<file path="src/hdl/btpc_pkg.sv">
// Shared types and constants for the barometer compensation pipeline.
`default_nettype none

package btpc_pkg;

    localparam int RAW_W      = 24;
    localparam int CFG_DATA_W = 48;
    localparam int TEMP_OUT_W = 15;
    localparam int PRES_OUT_W = 17;
    localparam int TQ_W       = 20;
    localparam int SUM_W      = 48;
    localparam int CENTI_W    = 24;

    // Register stages in each half of the datapath.
    localparam int TEMP_LAT  = 5;
    localparam int PRESS_LAT = 6;
    localparam int PIPE_LAT  = TEMP_LAT + PRESS_LAT;

    typedef enum logic [1:0] {
        CFG_TEMP_TRIM    = 2'd0,
        CFG_PRESS_TRIM_A = 2'd1,
        CFG_PRESS_TRIM_B = 2'd2,
        CFG_PRESS_TRIM_C = 2'd3
    } t_cfg_idx;

    typedef struct packed {
        logic [15:0]        t1;
        logic [15:0]        t2;
        logic signed [7:0]  t3;
    } t_temp_trim;

    typedef struct packed {
        logic signed [15:0] p1;
        logic signed [15:0] p2;
        logic signed [7:0]  p3;
        logic signed [7:0]  p4;
        logic [15:0]        p5;
        logic [15:0]        p6;
        logic signed [7:0]  p7;
        logic signed [7:0]  p8;
        logic signed [15:0] p9;
        logic signed [7:0]  p10;
        logic signed [7:0]  p11;
    } t_press_trim;

    // Rounding offsets for the Q48 temperature word.
    localparam logic signed [63:0] TN_HALF_Q16 = 64'sh0000_0000_8000_0000;
    localparam logic signed [63:0] TN_HALF_Q12 = 64'sh0000_0008_0000_0000;

    // Pressure-path temperature clamp, Q12 degC.
    localparam logic signed [TQ_W-1:0] TQ_MIN = -20'sd163840;
    localparam logic signed [TQ_W-1:0] TQ_MAX = 20'sd348160;

    localparam logic signed [CENTI_W-1:0] CENTI_MIN = -24'sd4000;
    localparam logic signed [CENTI_W-1:0] CENTI_MAX = 24'sd8500;

    localparam logic signed [31:0] PA_MAX = 32'sd131071;

    localparam logic signed [16:0] COEF_OFFSET = 17'sd16384;

endpackage

`default_nettype wire

</file>
<file path="src/hdl/btpc_temp.sv">
// Temperature half of the pipeline: quadratic linearization and rounding.
`default_nettype none

module btpc_temp (
    input  wire                               i_clk,
    input  wire                               i_en,
    input  wire [btpc_pkg::RAW_W-1:0]         i_raw_temperature,
    input  btpc_pkg::t_temp_trim              i_trim,
    output logic signed [btpc_pkg::TEMP_OUT_W-1:0] o_centi,
    output logic                              o_clip,
    output logic signed [btpc_pkg::TQ_W-1:0]  o_tq
);
    import btpc_pkg::*;

    logic signed [25:0]         n_d;
    logic signed [25:0]         r_d;
    logic signed [42:0]         r_a;
    logic signed [51:0]         r_dd;
    logic signed [63:0]         n_tn;
    logic signed [63:0]         r_tn;
    logic signed [31:0]         r_t16;
    logic signed [27:0]         n_tqw;
    logic signed [TQ_W-1:0]     n_tq;
    logic signed [TQ_W-1:0]     r_tq;
    logic signed [39:0]         n_cw;
    logic signed [CENTI_W-1:0]  n_c24;
    logic signed [TEMP_OUT_W-1:0] r_centi;
    logic                       r_clip;
    logic signed [TQ_W-1:0]     r_tq5;
    logic signed [TEMP_OUT_W-1:0] n_centi;
    logic                       n_clip;

    assign n_d = $signed({2'b00, i_raw_temperature}) - $signed({2'b00, i_trim.t1, 8'h00});

    // Temperature in degC scaled by 2^48, held exactly.
    assign n_tn = (64'(r_a) <<< 18) + 64'(r_dd) * 64'(i_trim.t3);

    assign n_tqw = 28'((r_tn + TN_HALF_Q12) >>> 36);

    always_comb begin
        if (n_tqw < 28'(TQ_MIN)) begin
            n_tq = TQ_MIN;
        end else if (n_tqw > 28'(TQ_MAX)) begin
            n_tq = TQ_MAX;
        end else begin
            n_tq = TQ_W'(n_tqw);
        end
    end

    assign n_cw  = 40'(r_t16) * 40'sd100 + 40'sd32768;
    assign n_c24 = CENTI_W'(n_cw >>> 16);

    always_comb begin
        if (n_c24 < CENTI_MIN) begin
            n_centi = TEMP_OUT_W'(CENTI_MIN);
            n_clip  = 1'b1;
        end else if (n_c24 > CENTI_MAX) begin
            n_centi = TEMP_OUT_W'(CENTI_MAX);
            n_clip  = 1'b1;
        end else begin
            n_centi = TEMP_OUT_W'(n_c24);
            n_clip  = 1'b0;
        end
    end

    always_ff @(posedge i_clk) begin
        if (i_en) begin
            r_d     <= n_d;
            r_a     <= r_d * $signed({1'b0, i_trim.t2});
            r_dd    <= r_d * r_d;
            r_tn    <= n_tn;
            r_t16   <= 32'((r_tn + TN_HALF_Q16) >>> 32);
            r_tq    <= n_tq;
            r_centi <= n_centi;
            r_clip  <= n_clip;
            r_tq5   <= r_tq;
        end
    end

    assign o_centi = r_centi;
    assign o_clip  = r_clip;
    assign o_tq    = r_tq5;

endmodule

`default_nettype wire

</file>
<file path="config.mk">
export PLATFORM = sky130hd
export DESIGN_NAME = btpc_temp
export DESIGN_NICKNAME = d
export VERILOG_FILES = /design/src/hdl/btpc_pkg.sv /design/src/hdl/btpc_temp.sv
export SDC_FILE = /design/constraint.sdc
export NUM_CORES = 2
export LEC_CHECK = 0
export ABC_CLOCK_PERIOD_IN_PS = 7900
export BUFFER_PORTS_ARGS = -buffer_cell sky130_fd_sc_hd__buf_2
export CELL_PAD_IN_SITES_DETAIL_PLACEMENT = 1
export CELL_PAD_IN_SITES_GLOBAL_PLACEMENT = 2
export CORE_ASPECT_RATIO = 1.1
export CORE_UTILIZATION = 40
export DETAILED_ROUTE_END_ITERATION = 16
export GPL_TIMING_DRIVEN = 0
export PLACE_DENSITY_LB_ADDON = 0.1
export SETUP_SLACK_MARGIN = 0.02
export SLEW_MARGIN = 30
export SYNTH_ARGS = -nofsm -noshare
export SYNTH_HDL_FRONTEND = slang
export SYNTH_SLANG_ARGS = --single-unit
export TNS_END_PERCENT = 20
</file>
<file path="constraint.sdc">
create_clock -name i_clk -period 7.9 [get_ports i_clk]
set_input_delay 1.185 -clock i_clk [delete_from_list [all_inputs] [get_ports i_clk]]
set_output_delay 1.185 -clock i_clk [all_outputs]
set_load 0.05 [all_outputs]
</file>
==> results.md <==
* CP arrival at between 8 and 9 ns
* Area Overhead vs Synth at 10.1%
* Clock Path Buffers at 3
* Pins over their slew limit at 0
* Final Worst Setup Slack at -0.164 ns
* Layout cells sized above 1 at 7.43%
* Chip Width at 374 um
* Post-layout min period at 8.06 ns
* Violated checks: negative setup slack
* Path type of the worst setup path: flop to flop
* Routed len/inst at about 23 um
* Die Span Y at 411 um
* Primary FF master, synth: edfxtp_1
* Mapped Nets at 8148
* Count of cell types in the netlist at between 80 and 90
* Worst-Margin Slew at 0.978 ns
* Initial Utilization at 40.5%
* Final WL at 191000 um
* CTS Sinks at about 240
* Slew margin rel. at 34.8%
* Skew-Pair Late Insertion Delay at 0.61 ns
* Clock transition at path regs at 0.05 ns
* Count of final setup violators at 4
* Global-route wire length before repair at between 200000 and 300000 um
* Total GRT Usage at 25.6%
* Max Clock Skew at approximately 0.06 ns
* RePlAce Congestion at 0.891
* Top post-synthesis cells by area: fa_1 46%, edfxtp_1 12%, inv_1 9.4%, ha_1 9.3%, and2_1 4.9%
* CTS root buffer: clkbuf_16
* Routed Antenna Nets at 0
* Worst setup SP type: flop
* Hold Crit Class: flop to flop
* Rows at 149
* Largest net degree at the start of global routing at 91
* First-pass DRT Iterations at 5
* Synth top area share at 45.5%
* Core area at 151000 um2
* MaxCap Viol Count at 0
* Leading area contributor after synthesis: fa_1
* Vias at 42.8k
* Synth warn at 0
* Hpwl dp at 162000 um
* Worst Setup End Kind: flop
* Final Cycle Share at 102%
* Post-DR vias/cell at 5.07
* Nets at 8355
* Final hold violations at 0
* CP Max Fanout at 10
* RSZ-0062 raised after global routing: yes
* # IOs at 102
* Design Area, Final at 67100 um2
* Fraction of registers with async set/reset at 0%
* Post-Syn Instances at 6244
* Achievable Freq at ~120 MHz
* Vias in the first global route at 49.0k
* Sequential share of the synthesized area at 11.6%
* Total grt overflow at 0
* Number of synthesized flops with an enable pin at 235
* CTS tree: yes
* Post-DP Area at roughly 64000 um2
* Status: finished, violations left
* DIE AREA at approximately 150000 um2
* TritonCTS buffer count at 34
* # port buffers at between 80 and 90
* Total DRC errors in the routed layout at 0
* H-Tree Depth at 2
* Initial drt markers at 1678
* Synthesized flop and latch total at 235
* Mapped Avg Cell Area at around 10 um2
* Initial antenna violation count at 23
* Worst EP required at 8.31 ns
* Post-Syn Area at 61000 um2
[what timing repair did]
item | 4_1_cts | 5_1_grt
setup endpoints to repair | 53 | 26
hold endpoints to repair | 0 | 0
buffers inserted | 76 | 12
resized for setup | 272 | 71
hold buffers | 0 | 0
pin swaps | 36 | 18
[synth_stat cells, drive strengths merged (13+ instances only)]
master,n
inv,1527
fa,1386
nand2,680
and2,475
ha,452
edfxtp,235
clkbuf,204
xnor2,159
nor2,150
a21oi,148
a21o,90
o21ai,85
xor2,76
nand2b,74
nand3,56
nor2b,49
and3,37
nand4,34
nor3,34
a31oi,21
o21a,18
a211oi,17
buf,16
or3,15
o21bai,14
o211ai,13
[sequential cells by signal, indices dropped and copies added (netlist names)]
signal,cells
r_d,25
o_tq,20
r_a,42
r_tn,31
o_centi,15
r_tq,20
o_clip,1
r_dd,49
r_t16,32
[final timing paths]
kind | from | cells past startpoint | endpoint | slack [ns]
setup reg to reg | r_d[19] | 26 | r_dd[48] | -0.16
setup / recovery | r_d[19] | 26 | r_dd[48] | -0.16
hold / removal | r_tq[8] | 0 | o_tq[8] | 0.40
hold reg to reg | r_tq[8] | 0 | o_tq[8] | 0.40
[routing by layer]
layer	part of all wire, %	vias to the layer above	track usage, %
met4	4.0	8	9.20
met3	4.3	257	3.12
met5	0.026	-	0
met2	51	788	46.1
met1	41	22500	31.3
li1	-	19200	-
[cell families after synthesis]
logic type,count (synthesis),synth area share [%]
AO/OA/AOI/OAI,513,5.55
XOR/XNOR,235,3.39
adder cells (fa/ha/maj),1839,54.8
buffers and inverters,1747,10.8
flip-flops,235,11.6
multiplexers,13,0.224
other,2,0.0123
AND/OR/NAND/NOR,1660,13.6
[critical path: stages, from the launching register on]
cell and delay (ns):
edfxtp_1 0.37, buf_12 0.14, clkbuf_16 0.18, clkbuf_16 0.16
buf_4 0.30, nand2_1 0.13, fa_1 0.57, inv_1 0.08
fa_1 0.49, inv_1 0.07, fa_1 0.52, fa_1 0.52
inv_1 0.05, fa_1 0.45, fa_1 0.56, fa_1 0.43
ha_1 0.40, nand2_1 0.11, nor2_1 0.18, and3_1 0.29
a21bo_2 0.28, a31oi_4 0.31, a31o_4 0.24, a221o_1 0.28
a31oi_4 0.14, o311ai_4 0.28, xor2_2 0.29
[cells in the final DEF, fill, tap and decap left out, types with 9 or more instances in the layout]
| cell | n |
|---|---|
| o21bai_1 | 13 |
| inv_1 | 1514 |
| buf_4 | 75 |
| clkbuf_4 | 24 |
| ha_1 | 444 |
| a31oi_1 | 17 |
| nor2b_1 | 49 |
| buf_6 | 9 |
| clkbuf_1 | 86 |
| o21ai_0 | 78 |
| xnor2_1 | 153 |
| clkbuf_2 | 44 |
| buf_2 | 99 |
| o21a_1 | 18 |
| nand2_1 | 668 |
| clkinvlp_4 | 13 |
| fa_2 | 10 |
| o211ai_1 | 12 |
| nand3_1 | 55 |
| and2_1 | 469 |
| a21oi_1 | 141 |
| nor2_1 | 144 |
| and3_1 | 36 |
| a211o_1 | 11 |
| xor2_1 | 73 |
| nand4_1 | 33 |
| clkbuf_8 | 16 |
| clkbuf_16 | 59 |
| fa_1 | 1376 |
| nand2b_1 | 74 |
| nand2_2 | 10 |
| a21boi_0 | 11 |
| edfxtp_1 | 235 |
| a21o_1 | 90 |
| or2_2 | 10 |
| or3_1 | 14 |
| nor3_1 | 33 |
| a211oi_1 | 16 |
[stage by stage]
stage	worst slack [ns]	setup TNS [ns]	util, %	hold slack, ns	std cells
2_1_floorplan	0.0406	0	-	0.400	6244
3_3_place_gp	-3.43	-82.32	42.4	0.400	8295
3_5_place_dp	-3.10	-66.66	42.5	0.406	8299
4_1_cts	-0.0488	-0.107	44.4	0.394	8428
5_1_grt	-0.243	-1.48	44.6	0.417	8439
6_report	-0.164	-0.365	44.6	0.403	8446
[area by class of cell]
cell class | instances | area [um2]
diodes | 8 | 20.0
plain buffers | 211 | 1680
clock buffers | 40 | 873
clock inverters | 20 | 190
fillers | 17000 | 83500
inverters | 1527 | 5770
multi-input cells | 4262 | 47800
flip-flops and latches | 235 | 7060
well taps | 1963 | 2460
repair buffers | 180 | 1330
Power is left out: the tool's default activity adds up to more than one toggle a clock period on the data nets, which glitch-free logic cannot reach.
